`config.mk`:
```
export PLATFORM = sky130hd
export DESIGN_NAME = ip_address_text_validator_unit
export DESIGN_NICKNAME = d
export VERILOG_FILES = /design/src/design/ivt_pkg.sv /design/src/design/ivt_front.sv /design/src/design/ivt_token_fifo.sv /design/src/design/ivt_back.sv /design/src/design/ip_address_text_validator_unit.sv
export SDC_FILE = /design/constraint.sdc
export NUM_CORES = 1
export LEC_CHECK = 0
export BUFFER_PORTS_ARGS = -buffer_cell sky130_fd_sc_hd__buf_2
export CAP_MARGIN = 0
export CELL_PAD_IN_SITES_DETAIL_PLACEMENT = 1
export CELL_PAD_IN_SITES_GLOBAL_PLACEMENT = 1
export CORE_UTILIZATION = 54
export DETAILED_ROUTE_END_ITERATION = 7
export GPL_TIMING_DRIVEN = 0
export PLACE_DENSITY = 0.87
export SYNTH_ARGS = -nofsm -noshare
export SYNTH_HDL_FRONTEND = slang
export SYNTH_SLANG_ARGS = --single-unit
```
`constraint.sdc`:
```
create_clock -name clk_i -period 8.3 [get_ports clk_i]
set_input_delay 0.83 -clock clk_i [delete_from_list [all_inputs] [get_ports clk_i]]
set_output_delay 0.83 -clock clk_i [all_outputs]
set_load 0.03 [all_outputs]
```
`src/design/ivt_pkg.sv`:
```
// shared types and constants of the address text validator
`timescale 1ns / 1ps

package ivt_pkg;

  // address kind, decided by the first separator
  typedef enum logic [1:0] {
    KIND_UNDECIDED = 2'd0,
    KIND_V4        = 2'd1,
    KIND_V6        = 2'd2
  } kind_e;

  // character classes produced by the front end
  typedef enum logic [2:0] {
    CLS_DIGIT = 3'd0,
    CLS_HEX   = 3'd1,
    CLS_DOT   = 3'd2,
    CLS_COLON = 3'd3,
    CLS_OTHER = 3'd4
  } cls_e;

  // classified character as it travels through the token queue
  typedef struct packed {
    cls_e       cls;
    logic [3:0] digit;
    logic       last;
  } token_t;

  localparam logic [1:0] VERDICT_NEITHER = 2'd0;
  localparam logic [1:0] VERDICT_V4      = 2'd1;
  localparam logic [1:0] VERDICT_V6      = 2'd2;

  localparam logic [7:0] ASCII_ZERO  = 8'd48;
  localparam logic [7:0] ASCII_NINE  = 8'd57;
  localparam logic [7:0] ASCII_LA    = 8'h61;
  localparam logic [7:0] ASCII_LF    = 8'h66;
  localparam logic [7:0] ASCII_UA    = 8'h41;
  localparam logic [7:0] ASCII_UF    = 8'h46;
  localparam logic [7:0] ASCII_DOT   = 8'h2E;
  localparam logic [7:0] ASCII_COLON = 8'h3A;

  localparam logic [8:0] V4_MAX_GROUP = 9'd255;
  localparam logic [8:0] V4_BAD_GROUP = 9'd256;
  localparam logic [2:0] DIGITS_MAX   = 3'd7;
  localparam logic [3:0] GROUPS_MAX   = 4'd15;
  localparam logic [3:0] V4_SEPS      = 4'd3;
  localparam logic [3:0] V6_SEPS      = 4'd7;

endpackage

```
`src/design/ivt_front.sv`:
```
// front end: classifies each incoming character into a token
`timescale 1ns / 1ps

module ivt_front (
  input  logic [7:0]      character_i,
  input  logic            last_i,
  output ivt_pkg::token_t token_o
);

  logic is_dec;
  logic is_hex;
  logic [7:0] offs;

  always_comb begin
    is_dec = (character_i >= ivt_pkg::ASCII_ZERO) && (character_i <= ivt_pkg::ASCII_NINE);
    is_hex = ((character_i >= ivt_pkg::ASCII_LA) && (character_i <= ivt_pkg::ASCII_LF)) ||
             ((character_i >= ivt_pkg::ASCII_UA) && (character_i <= ivt_pkg::ASCII_UF));
    offs   = character_i - ivt_pkg::ASCII_ZERO;

    token_o.last  = last_i;
    token_o.digit = offs[3:0];
    if (is_dec) begin
      token_o.cls = ivt_pkg::CLS_DIGIT;
    end else if (is_hex) begin
      token_o.cls = ivt_pkg::CLS_HEX;
    end else if (character_i == ivt_pkg::ASCII_DOT) begin
      token_o.cls = ivt_pkg::CLS_DOT;
    end else if (character_i == ivt_pkg::ASCII_COLON) begin
      token_o.cls = ivt_pkg::CLS_COLON;
    end else begin
      token_o.cls = ivt_pkg::CLS_OTHER;
    end
  end

endmodule

```
`src/design/ivt_token_fifo.sv`:
```
// short token queue between the front end and the back end
`timescale 1ns / 1ps

module ivt_token_fifo #(
  parameter int DEPTH = 4
) (
  input  logic            clk_i,
  input  logic            rst_ni,
  input  logic            wr_i,
  input  ivt_pkg::token_t wdata_i,
  output logic            full_o,
  input  logic            rd_i,
  output ivt_pkg::token_t rdata_o,
  output logic            valid_o
);

  localparam int AW = (DEPTH > 1) ? $clog2(DEPTH) : 1;
  localparam int CW = $clog2(DEPTH + 1);

  ivt_pkg::token_t mem_q [DEPTH];
  logic [AW-1:0] wr_ptr_q, wr_ptr_d;
  logic [AW-1:0] rd_ptr_q, rd_ptr_d;
  logic [CW-1:0] count_q, count_d;
  logic wr_en, rd_en;

  assign full_o  = (count_q == CW'(DEPTH));
  assign valid_o = (count_q != '0);
  assign wr_en   = wr_i && !full_o;
  assign rd_en   = rd_i && valid_o;
  assign rdata_o = mem_q[rd_ptr_q];

  always_comb begin
    wr_ptr_d = wr_ptr_q;
    rd_ptr_d = rd_ptr_q;
    count_d  = count_q;
    if (wr_en) begin
      wr_ptr_d = (wr_ptr_q == AW'(DEPTH - 1)) ? '0 : wr_ptr_q + AW'(1);
    end
    if (rd_en) begin
      rd_ptr_d = (rd_ptr_q == AW'(DEPTH - 1)) ? '0 : rd_ptr_q + AW'(1);
    end
    if (wr_en && !rd_en) begin
      count_d = count_q + CW'(1);
    end else if (rd_en && !wr_en) begin
      count_d = count_q - CW'(1);
    end
  end

  always_ff @(posedge clk_i or negedge rst_ni) begin
    if (!rst_ni) begin
      wr_ptr_q <= '0;
      rd_ptr_q <= '0;
      count_q  <= '0;
    end else begin
      wr_ptr_q <= wr_ptr_d;
      rd_ptr_q <= rd_ptr_d;
      count_q  <= count_d;
    end
  end

  always_ff @(posedge clk_i) begin
    if (wr_en) begin
      mem_q[wr_ptr_q] <= wdata_i;
    end
  end

endmodule

```
`src/design/ivt_back.sv`:
```
// back end: per-token state update and the verdict register
`timescale 1ns / 1ps

module ivt_back (
  input  logic            clk_i,
  input  logic            rst_ni,
  input  logic            tok_valid_i,
  input  ivt_pkg::token_t tok_i,
  output logic            tok_pop_o,
  output logic            empty,
  input  logic            pop,
  output logic [1:0]      verdict_o
);

  ivt_pkg::kind_e kind_q, kind_d;
  logic [3:0]  groups_q, groups_d;
  logic [2:0]  digits_q, digits_d;
  logic [8:0]  value_q, value_d;
  logic        lz_q, lz_d;
  logic        failed_q, failed_d;
  logic        res_valid_q, res_valid_d;
  logic [1:0]  verdict_q, verdict_d;
  logic [11:0] value_x10;
  logic [3:0]  groups_inc;
  logic        v4_ok_q, v6_ok_q, v4_ok_d, v6_ok_d;
  logic        consume;

  assign empty     = !res_valid_q;
  assign verdict_o = verdict_q;
  assign consume   = tok_valid_i && (!tok_i.last || !res_valid_q || pop);
  assign tok_pop_o = consume;

  always_comb begin
    value_x10  = ({3'b000, value_q} << 3) + ({3'b000, value_q} << 1) + {8'd0, tok_i.digit};
    groups_inc = (groups_q < ivt_pkg::GROUPS_MAX) ? groups_q + 4'd1 : groups_q;
    v4_ok_q = (digits_q >= 3'd1) && (digits_q <= 3'd3) &&
              (value_q <= ivt_pkg::V4_MAX_GROUP) && !(lz_q && (digits_q > 3'd1));
    v6_ok_q = (digits_q >= 3'd1) && (digits_q <= 3'd4);

    kind_d   = kind_q;
    groups_d = groups_q;
    digits_d = digits_q;
    value_d  = value_q;
    lz_d     = lz_q;
    failed_d = failed_q;

    if (!failed_q) begin
      case (tok_i.cls)
        ivt_pkg::CLS_DIGIT, ivt_pkg::CLS_HEX: begin
          if ((digits_q == 3'd0) && (tok_i.cls == ivt_pkg::CLS_DIGIT) &&
              (tok_i.digit == 4'd0)) begin
            lz_d = 1'b1;
          end
          if (digits_q < ivt_pkg::DIGITS_MAX) begin
            digits_d = digits_q + 3'd1;
          end
          if (tok_i.cls == ivt_pkg::CLS_HEX) begin
            if (kind_q == ivt_pkg::KIND_V4) begin
              failed_d = 1'b1;
            end else begin
              value_d = ivt_pkg::V4_BAD_GROUP;
            end
          end else if (value_q <= ivt_pkg::V4_MAX_GROUP) begin
            value_d = (value_x10 > 12'(ivt_pkg::V4_MAX_GROUP)) ?
                      ivt_pkg::V4_BAD_GROUP : value_x10[8:0];
          end
        end
        ivt_pkg::CLS_DOT: begin
          if ((kind_q == ivt_pkg::KIND_V6) || !v4_ok_q) begin
            failed_d = 1'b1;
          end else begin
            kind_d   = ivt_pkg::KIND_V4;
            groups_d = groups_inc;
            if (groups_inc > ivt_pkg::V4_SEPS) begin
              failed_d = 1'b1;
            end else begin
              digits_d = '0;
              value_d  = '0;
              lz_d     = 1'b0;
            end
          end
        end
        ivt_pkg::CLS_COLON: begin
          if ((kind_q == ivt_pkg::KIND_V4) || !v6_ok_q) begin
            failed_d = 1'b1;
          end else begin
            kind_d   = ivt_pkg::KIND_V6;
            groups_d = groups_inc;
            if (groups_inc > ivt_pkg::V6_SEPS) begin
              failed_d = 1'b1;
            end else begin
              digits_d = '0;
              value_d  = '0;
              lz_d     = 1'b0;
            end
          end
        end
        default: begin
          failed_d = 1'b1;
        end
      endcase
    end

    // group checks on the updated open group for the final verdict
    v4_ok_d = (digits_d >= 3'd1) && (digits_d <= 3'd3) &&
              (value_d <= ivt_pkg::V4_MAX_GROUP) && !(lz_d && (digits_d > 3'd1));
    v6_ok_d = (digits_d >= 3'd1) && (digits_d <= 3'd4);

    res_valid_d = res_valid_q && !pop;
    verdict_d   = verdict_q;
    if (consume && tok_i.last) begin
      res_valid_d = 1'b1;
      if (!failed_d && (kind_d == ivt_pkg::KIND_V4) &&
          (groups_d == ivt_pkg::V4_SEPS) && v4_ok_d) begin
        verdict_d = ivt_pkg::VERDICT_V4;
      end else if (!failed_d && (kind_d == ivt_pkg::KIND_V6) &&
                   (groups_d == ivt_pkg::V6_SEPS) && v6_ok_d) begin
        verdict_d = ivt_pkg::VERDICT_V6;
      end else begin
        verdict_d = ivt_pkg::VERDICT_NEITHER;
      end
      // string done, back to the reset state
      kind_d   = ivt_pkg::KIND_UNDECIDED;
      groups_d = '0;
      digits_d = '0;
      value_d  = '0;
      lz_d     = 1'b0;
      failed_d = 1'b0;
    end
  end

  always_ff @(posedge clk_i or negedge rst_ni) begin
    if (!rst_ni) begin
      kind_q      <= ivt_pkg::KIND_UNDECIDED;
      groups_q    <= '0;
      digits_q    <= '0;
      value_q     <= '0;
      lz_q        <= 1'b0;
      failed_q    <= 1'b0;
      res_valid_q <= 1'b0;
    end else begin
      res_valid_q <= res_valid_d;
      if (consume) begin
        kind_q   <= kind_d;
        groups_q <= groups_d;
        digits_q <= digits_d;
        value_q  <= value_d;
        lz_q     <= lz_d;
        failed_q <= failed_d;
      end
    end
  end

  always_ff @(posedge clk_i) begin
    verdict_q <= verdict_d;
  end

endmodule

```
`src/design/ip_address_text_validator_unit.sv`:
```
// top level of the IPv4 / IPv6 address text validator
// usage:
//   input side is a queue: drive character_i and last_i with push high; the
//   transaction is taken at a rising edge where push is high and full is low.
//   one character per transaction, last_i marks the final character.
//   result side is a single verdict register: while empty is low, verdict_o
//   holds the verdict (0 neither, 1 IPv4, 2 IPv6); pop high at a rising edge
//   with empty low takes it. only a last character produces a verdict.
// flow:
//   one character per cycle while the queue is not full and the back end is
//   not held on a last token. on its way, a last character is first written
//   into the queue as a token, and the back end then folds it into the
//   verdict register, whose output drives verdict_o.
// stalls:
//   the front end classifies characters into a token queue of DEPTH
//   entries; while the verdict register is held, the back end stops only on
//   a last token, so characters keep flowing until the queue fills, and
//   full then backs up the sender.
// reset:
//   rst_ni low clears the queue, the verdict valid flag and the string state.
`timescale 1ns / 1ps

module ip_address_text_validator_unit #(
  parameter int DEPTH = 4
) (
  input  logic       clk_i,
  input  logic       rst_ni,
  input  logic       push,
  output logic       full,
  input  logic [7:0] character_i,
  input  logic       last_i,
  output logic       empty,
  input  logic       pop,
  output logic [1:0] verdict_o
);

  ivt_pkg::token_t front_tok;
  ivt_pkg::token_t back_tok;
  logic            tok_valid;
  logic            tok_pop;

  // character classification
  ivt_front u_front (
    .character_i (character_i),
    .last_i      (last_i),
    .token_o     (front_tok)
  );

  // decoupling queue between classification and state update
  ivt_token_fifo #(
    .DEPTH (DEPTH)
  ) u_fifo (
    .clk_i   (clk_i),
    .rst_ni  (rst_ni),
    .wr_i    (push),
    .wdata_i (front_tok),
    .full_o  (full),
    .rd_i    (tok_pop),
    .rdata_o (back_tok),
    .valid_o (tok_valid)
  );

  // group tracking and verdict register
  ivt_back u_back (
    .clk_i       (clk_i),
    .rst_ni      (rst_ni),
    .tok_valid_i (tok_valid),
    .tok_i       (back_tok),
    .tok_pop_o   (tok_pop),
    .empty       (empty),
    .pop         (pop),
    .verdict_o   (verdict_o)
  );

endmodule
```
==> reports/qor.txt, run 1 <==
Yosys top cell area share - 0.263
Inserted Clock Buffers - 9
Inst Count DP - 452
YS warnings - 0
drt wl/cell - 21.1 µm
htree depth - 3
Unique masters post-synth - 68
Setup crit end kind - flop
largest family of logic cells by synthesized area - compound AO/OA/AOI/OAI gates
number of remaining DRC errors - 0
Worst Max-Slew Pin Slew - 0.797 ns
Hold WC Path Type - primary input to async pin
post-synthesis simple-gate area fraction - 0.152
CTS Root Cell - clkbuf_8
Post-Synth XOR/XNOR Area - 0.0203
Rows - 30
Final TNS setup - 0 ns
Critical Path Sink - u_back.verdict_o[0]$_SDFFCE_PP1P_
largest net degree at the start of global routing - 29
nets@finish - 411
first-pass GRT wire length - 16100 µm
WP data required - 8.48 ns
RSZ-0062 raised after global routing - no
die area - 7540 µm²
flop2flop setup slack - 3.87 ns
share of post-route cells with drive strength above 1 - 0.185
Max-slew headroom - 0.468
vias in the first global route - 3100
hold_buf cts - 0
cell accounting for the most synthesized area - edfxtp_1
Synth Area in Compound Gates - 0.166
post-DP HPWL - 6680 µm
Post-Syn Area - 3890 µm²
sequential area share after synthesis - 0.443
CP Max Fanout - 10
Layout area overhead - 11.3%
commonest non-fill, non-tap cell in the layout - edfxtp_1
Die Wd - 86.8 µm
adder-cell area share of the yosys netlist - 0.106
vias per cell - 6.27
via count - 2933
post-route ant nets - 0
Setup Fix Bufs, Post-CTS - 0
routability cong. - 0.879
total grt overflow - 0
drt total wl - 9870 µm
Peak VDD IR - 0.000194 V
worst reg2reg endpoint - u_back.verdict_o[0]$_SDFFCE_PP1P_
ranking of synthesized cells by area - edfxtp_1 26%, dfrtp_1 18%, ha_1 9.0%, mux4_2 5.2%, nand2_1 2.3%
r2r worst-path depth - 13
# setup viols final - 0
Ports - 17
Reg clk slew, reported paths - 0.08 ns
part of the cycle the worst path needs - 0.534
Pre-antenna DRT Iters - 4
Crit Reg-Reg Startpoint - u_fifo.rd_ptr_q[0]$_DFFE_PN0P_
leakage power - 1.73 nW
Critical path origin - u_fifo.rd_ptr_q[0]$_DFFE_PN0P_
post-synthesis mux area share - 0.0805
post-route total power - 1.48 mW
cells after synthesis - 340
Setup Crit Path Kind - flop to flop
Die H - 86.8 µm
FF+latch count, synth - 62
Net Count, Synth - 384
Post-synth ARST share - 0.452
cts repair resizes - 0
critical path arrival - 4.61 ns
non-filler instance count after layout - 468
core area - 6870 µm²
dominant synthesized flop cell - edfxtp_1
post-synthesis average cell area - 11.4 µm²
Starting Density - 0.566
Slew Limit Fails - 0
port bufs - 16
status - complete, no violations
GRT Util Overall - 0.291
min Tclk post-route - 4.43 ns
startpoint types - flop
# diodes - 0
Post-synth EDFFs - 34
fmax - 226 MHz
most frequent cells in the layout - 34 x edfxtp_1, 28 x ha_1, 28 x dfrtp_1
pwr dens - 343 nW/µm²
CTS max path bufs - 2
DR iter-0 viols - 263
Num Clock Sinks - 62
Clk Latency, worst-skew pair - 0.36 ns
CTS tree - built
max-cap violations - 0
initial antenna violation count - 0
Worst Skew - 0.0130 ns
Final Hold Viols - 0
==> synthesized netlist by cell type (4+ instances only) <==
cell type	instances
a21oi_1	14
a22o_1	10
and2_1	6
clkbuf_1	7
dfrtp_1	28
edfxtp_1	34
ha_1	28
inv_1	22
mux2_2	4
mux2i_1	5
mux4_2	9
nand2_1	24
nand2b_1	9
nand3_1	8
nor2_1	21
nor2b_1	4
nor3_1	4
nor3b_1	4
o21ai_0	16
o22ai_1	4
or2_2	4
xnor2_1	6
==> logic make-up after synthesis <==
family	Yosys count
AO/OA/AOI/OAI	82
XOR/XNOR	9
buffers and inverters	32
flip-flops	62
multiplexers	19
AND/OR/NAND/NOR	105
adder cells (fa/ha/maj)	31
==> layer usage <==
| layer | routed length (µm) | part of all wire | vias to the layer above | global-route usage |
|---|---|---|---|---|
| met2 | 5110 | 0.52 | 98 | 0.497 |
| met3 | 498 | 0.050 | 25 | 0.0600 |
| met4 | 254 | 0.026 | 0 | 0.112 |
| met1 | 4000 | 0.41 | 1479 | 0.362 |
| met5 | 0 | 0 | - | 0 |
| li1 | - | - | 1331 | - |
==> registers in the layout, indices dropped and copies added (netlist names) <==
signal and flops:
u_back.kind_q 2, u_back.res_valid_q 1, u_back.digits_q 3, u_fifo.wr_ptr_q 2
u_fifo.count_q 3, u_back.value_q 9, u_back.groups_q 4, u_back.failed_q 1
u_fifo.mem_q 32, u_back.lz_q 1, u_back.verdict_o 2, u_fifo.rd_ptr_q 2
==> stage by stage <==
| stage | setup WS (ns) | hold WS, ns | cell area [µm²] | util |
|---|---|---|---|---|
| 2_1_floorplan | 4.28 | 0.456 | 3890 | - |
| 3_3_place_gp | 4.00 | 0.472 | 4090 | 0.595 |
| 3_5_place_dp | 3.92 | 0.495 | 4090 | 0.595 |
| 4_1_cts | 3.82 | 0.506 | 4330 | 0.630 |
| 5_1_grt | 3.69 | 0.544 | 4330 | 0.630 |
| 6_report | 3.87 | 0.501 | 4330 | 0.630 |
==> worst max-delay path: stages, from the launching register on <==
cell      delay [ns]
dfrtp_1         0.44
buf_6           0.21
mux4_2          0.55
inv_1           0.13
fa_1            0.40
inv_1           0.12
ha_1            0.28
a211oi_4        0.31
o21ai_2         0.13
mux2_4          0.30
or4_4           0.57
or3_4           0.38
and3_1          0.22
nor4_2          0.21
==> how the worst min path moves through the flow <==
| stage | start | endpoint | slack [ns] | cells past startpoint |
|---|---|---|---|---|
| after global placement | u_fifo.count_q[2]$_DFFE_PN0P_ | u_fifo.count_q[2]$_DFFE_PN0P_ | 0.47 | 1 |
| after detailed placement | u_fifo.count_q[2]$_DFFE_PN0P_ | u_fifo.count_q[2]$_DFFE_PN0P_ | 0.50 | 1 |
| final | rst_ni | u_back.groups_q[1]$_DFFE_PN0P_ | 0.50 | 1 |
| after global routing | u_fifo.count_q[2]$_DFFE_PN0P_ | u_fifo.count_q[2]$_DFFE_PN0P_ | 0.54 | 1 |
| after floorplan | u_fifo.count_q[2]$_DFFE_PN0P_ | u_fifo.count_q[2]$_DFFE_PN0P_ | 0.46 | 1 |
| after CTS | u_fifo.count_q[2]$_DFFE_PN0P_ | u_fifo.count_q[2]$_DFFE_PN0P_ | 0.51 | 1 |
==> report_power, final <==
part           leakage, nW  total, mW  internal (mW)  switching, mW
clock network        0.121      0.329          0.208          0.122
logic                0.931      0.693          0.264          0.429
registers            0.677      0.462          0.406         0.0564
==> final cells by class <==
class | count | area, µm²
clock buffers | 12 | 145
flip-flops and latches | 62 | 1720
multi-input cells | 246 | 2040
well taps | 96 | 120
inverters | 22 | 82.6
plain buffers | 10 | 47.5
clock inverters | 4 | 95.1
fillers | 742 | 2540
repair buffers | 16 | 80.1
Note: power is estimated with default switching activity, not from simulation.
==> inputs of run 2 (changes only) <==
Settings changed: CORE_UTILIZATION 54 to 45, PLACE_DENSITY 0.87 to 0.78.
Clock period 8.3 ns to 3.7 ns, I/O delays scaled along.
==> reports/qor.txt, run 2 (synthesized netlist as in run 1, its figures left out) <==
status - finished with violations (was complete, no violations)
violated checks - setup timing
WP data required - 3.98 ns (was 8.48 ns)
Final TNS setup - -2.04 ns (was 0 ns)
flop2flop setup slack - -0.30 ns (was 3.87 ns)
# diodes - 0 (unchanged)
Die H - 94.9 µm (was 86.8 µm)
post-route total power - 3.35 mW (was 1.48 mW)
port bufs - 16 (unchanged)
share of post-route cells with drive strength above 1 - 0.226 (was 0.185)
Slew Limit Fails - 0 (unchanged)
Sequential Power Share - 0.305 (was 0.311)
biggest regs - u_fifo.mem_q x32, u_back.value_q x9, u_back.groups_q x4 (unchanged)
internal power - 2.00 mW (was 877 µW)
non-filler instance count after layout - 485 (was 468)
min Tclk post-route - 4.00 ns (was 4.43 ns)
Clock power frac - 0.205 (was 0.222)
nets@finish - 419 (was 411)
Fillers - 894 (was 742)
pwr dens - 756 nW/µm² (was 343 nW/µm²)
Inst Count DP - 461 (was 452)
htree depth - 3 (unchanged)
total grt overflow - 0 (unchanged)
# setup viols final - 10 (was 0)
initial antenna violation count - 0 (unchanged)
Final Hold Viols - 0 (unchanged)
Peak VDD IR - 0.000376 V (was 0.000194 V)
part of the cycle the worst path needs - 1.08 (was 0.534)
Pre-antenna DRT Iters - 4 (unchanged)
Rows - 33 (was 30)
vias in the first global route - 2932 (was 3100)
GRT Util Overall - 0.221 (was 0.291)
Setup Crit Path Kind - flop to flop (unchanged)
Inserted Clock Buffers - 9 (unchanged)
Layout area overhead - 14.2% (was 11.3%)
Max-slew headroom - 0.427 (was 0.468)
CTS Root Cell - clkbuf_8 (unchanged)
largest net degree at the start of global routing - 29 (unchanged)
CP Max Fanout - 5 (was 10)
r2r worst-path depth - 14 (was 13)
Biggest register - u_fifo.mem_q (unchanged)
vias per cell - 5.82 (was 6.27)
Hold WC Path Type - primary input to async pin (unchanged)
max-cap violations - 0 (unchanged)
post-route ant nets - 0 (unchanged)
routability cong. - 0.812 (was 0.879)
max reg flops - 32 (unchanged)
Worst Skew - 0.0102 ns (was 0.0130 ns)
drt wl/cell - 18.3 µm (was 21.1 µm)
worst reg2reg endpoint - u_back.value_q[1]$_DFFE_PN0P_ (was u_back.verdict_o[0]$_SDFFCE_PP1P_)
fmax - 250 MHz (was 226 MHz)
commonest non-fill, non-tap cell in the layout - edfxtp_1 (unchanged)
Num Clock Sinks - 62 (unchanged)
worst setup margin - -0.303 ns (was 3.87 ns)
Critical path origin - u_fifo.rd_ptr_q[0]$_DFFE_PN0P_ (unchanged)
CTS max path bufs - 2 (unchanged)
Worst Max-Slew Pin Slew - 0.857 ns (was 0.797 ns)
leakage power - 1.76 nW (was 1.73 nW)
Starting Density - 0.468 (was 0.566)
first-pass GRT wire length - 14800 µm (was 16100 µm)
Setup crit end kind - flop (unchanged)
dpl cell area - 4110 µm² (was 4090 µm²)
Hold Slack - 0.0490 ns (was 0.501 ns)
Crit Reg-Reg Startpoint - u_fifo.rd_ptr_q[0]$_DFFE_PN0P_ (unchanged)
core area - 8300 µm² (was 6870 µm²)
Clk Latency, worst-skew pair - 0.34 ns (was 0.36 ns)
Die Wd - 94.9 µm (was 86.8 µm)
Critical Path Sink - u_back.value_q[1]$_DFFE_PN0P_ (was u_back.verdict_o[0]$_SDFFCE_PP1P_)
Sw Share - 0.403 (was 0.409)
via count - 2823 (was 2933)
die area - 9010 µm² (was 7540 µm²)
RSZ-0062 raised after global routing - yes (was no)
post-DP HPWL - 6540 µm (was 6680 µm)
startpoint types - flop (unchanged)
Reg clk slew, reported paths - 0.08 ns (about the same)
hold_buf cts - 0 (unchanged)
Ports - 17 (unchanged)
DR iter-0 viols - 101 (was 263)
drt total wl - 8900 µm (was 9870 µm)
number of remaining DRC errors - 0 (unchanged)
Comb pwr share - 0.489 (was 0.467)
CTS tree - built (unchanged)
design area - 4440 µm² (was 4330 µm²)
most frequent cells in the layout - 34 x edfxtp_1, 28 x dfrtp_1, 27 x ha_1 (was 34 x edfxtp_1, 28 x ha_1, 28 x dfrtp_1)
Net Sw Power - 1.35 mW (was 608 µW)
critical path arrival - 4.29 ns (was 4.61 ns)
[run 2: worst min path at each step]
stage | slack [ns] | from | to | depth (start not counted)
2_1_floorplan | 0.07 | rst_ni | u_back.digits_q[0]$_DFFE_PN0P_ | 0
3_3_place_gp | 0.44 | rst_ni | u_back.groups_q[2]$_DFFE_PN0P_ | 1
3_5_place_dp | 0.46 | rst_ni | u_back.groups_q[2]$_DFFE_PN0P_ | 1
4_1_cts | 0.07 | rst_ni | u_fifo.wr_ptr_q[1]$_DFFE_PN0P_ | 1
5_1_grt | 0.08 | rst_ni | u_fifo.count_q[1]$_DFFE_PN0P_ | 1
6_report | 0.05 | rst_ni | u_fifo.count_q[1]$_DFFE_PN0P_ | 1
[run 2: routing by layer]
layer | vias to the layer above | share of wire | GRT usage
met1 | 1427 | 0.46 | 0.284
met5 | - | 0 | 0
met2 | 36 | 0.50 | 0.370
met4 | 0 | 0.012 | 0.0669
li1 | 1348 | - | -
met3 | 12 | 0.025 | 0.0491
[run 2: stage by stage]
step / setup slack (ns) / util
after floorplan: -0.203 / -
after global placement: -0.493 / 0.495
after detailed placement: -0.547 / 0.495
after CTS: -0.396 / 0.532
after global routing: -0.425 / 0.535
final: -0.303 / 0.535
[run 2: area by class of cell]
type	instances	area, µm²	area share
Multi-Input combinational cell	246	2080	0.468
Sequential cell	62	1720	0.388
Buffer	10	47.5	0.0107
Inverter	22	82.6	0.0186
Clock inverter	6	93.8	0.0211
Tap cell	105	131	0.0296
Clock buffer	10	138	0.0310
Timing Repair Buffer	24	148	0.0333
[run 2: timing repair]
item | 4_1_cts | 5_1_grt
hold endpoints to repair | 0 | 0
buffers inserted | 7 | 1
setup endpoints to repair | 10 | 10
pin swaps | 5 | 17
resized for setup | 3 | 4
[run 2: power by group through the flow]
stage,logic [mW],registers [mW],clock network (mW)
after floorplan,1.14,1.03,0
after global placement,1.46,1.03,0
after detailed placement,1.52,1.04,0
after CTS,1.62,1.02,0.707
after global routing,1.81,1.04,0.735
final,1.64,1.02,0.689
[run 2: worst max-delay path, cell delays in order (launching register included)]
cell      delay [ns]
dfrtp_1         0.37
buf_6           0.13
mux4_2          0.52
inv_2           0.07
fa_1            0.41
inv_2           0.09
ha_4            0.20
a211oi_4        0.24
o21ai_2         0.11
mux2_4          0.31
or4_4           0.56
or3_4           0.36
buf_6           0.13
nor3_4          0.26
a22o_1          0.18
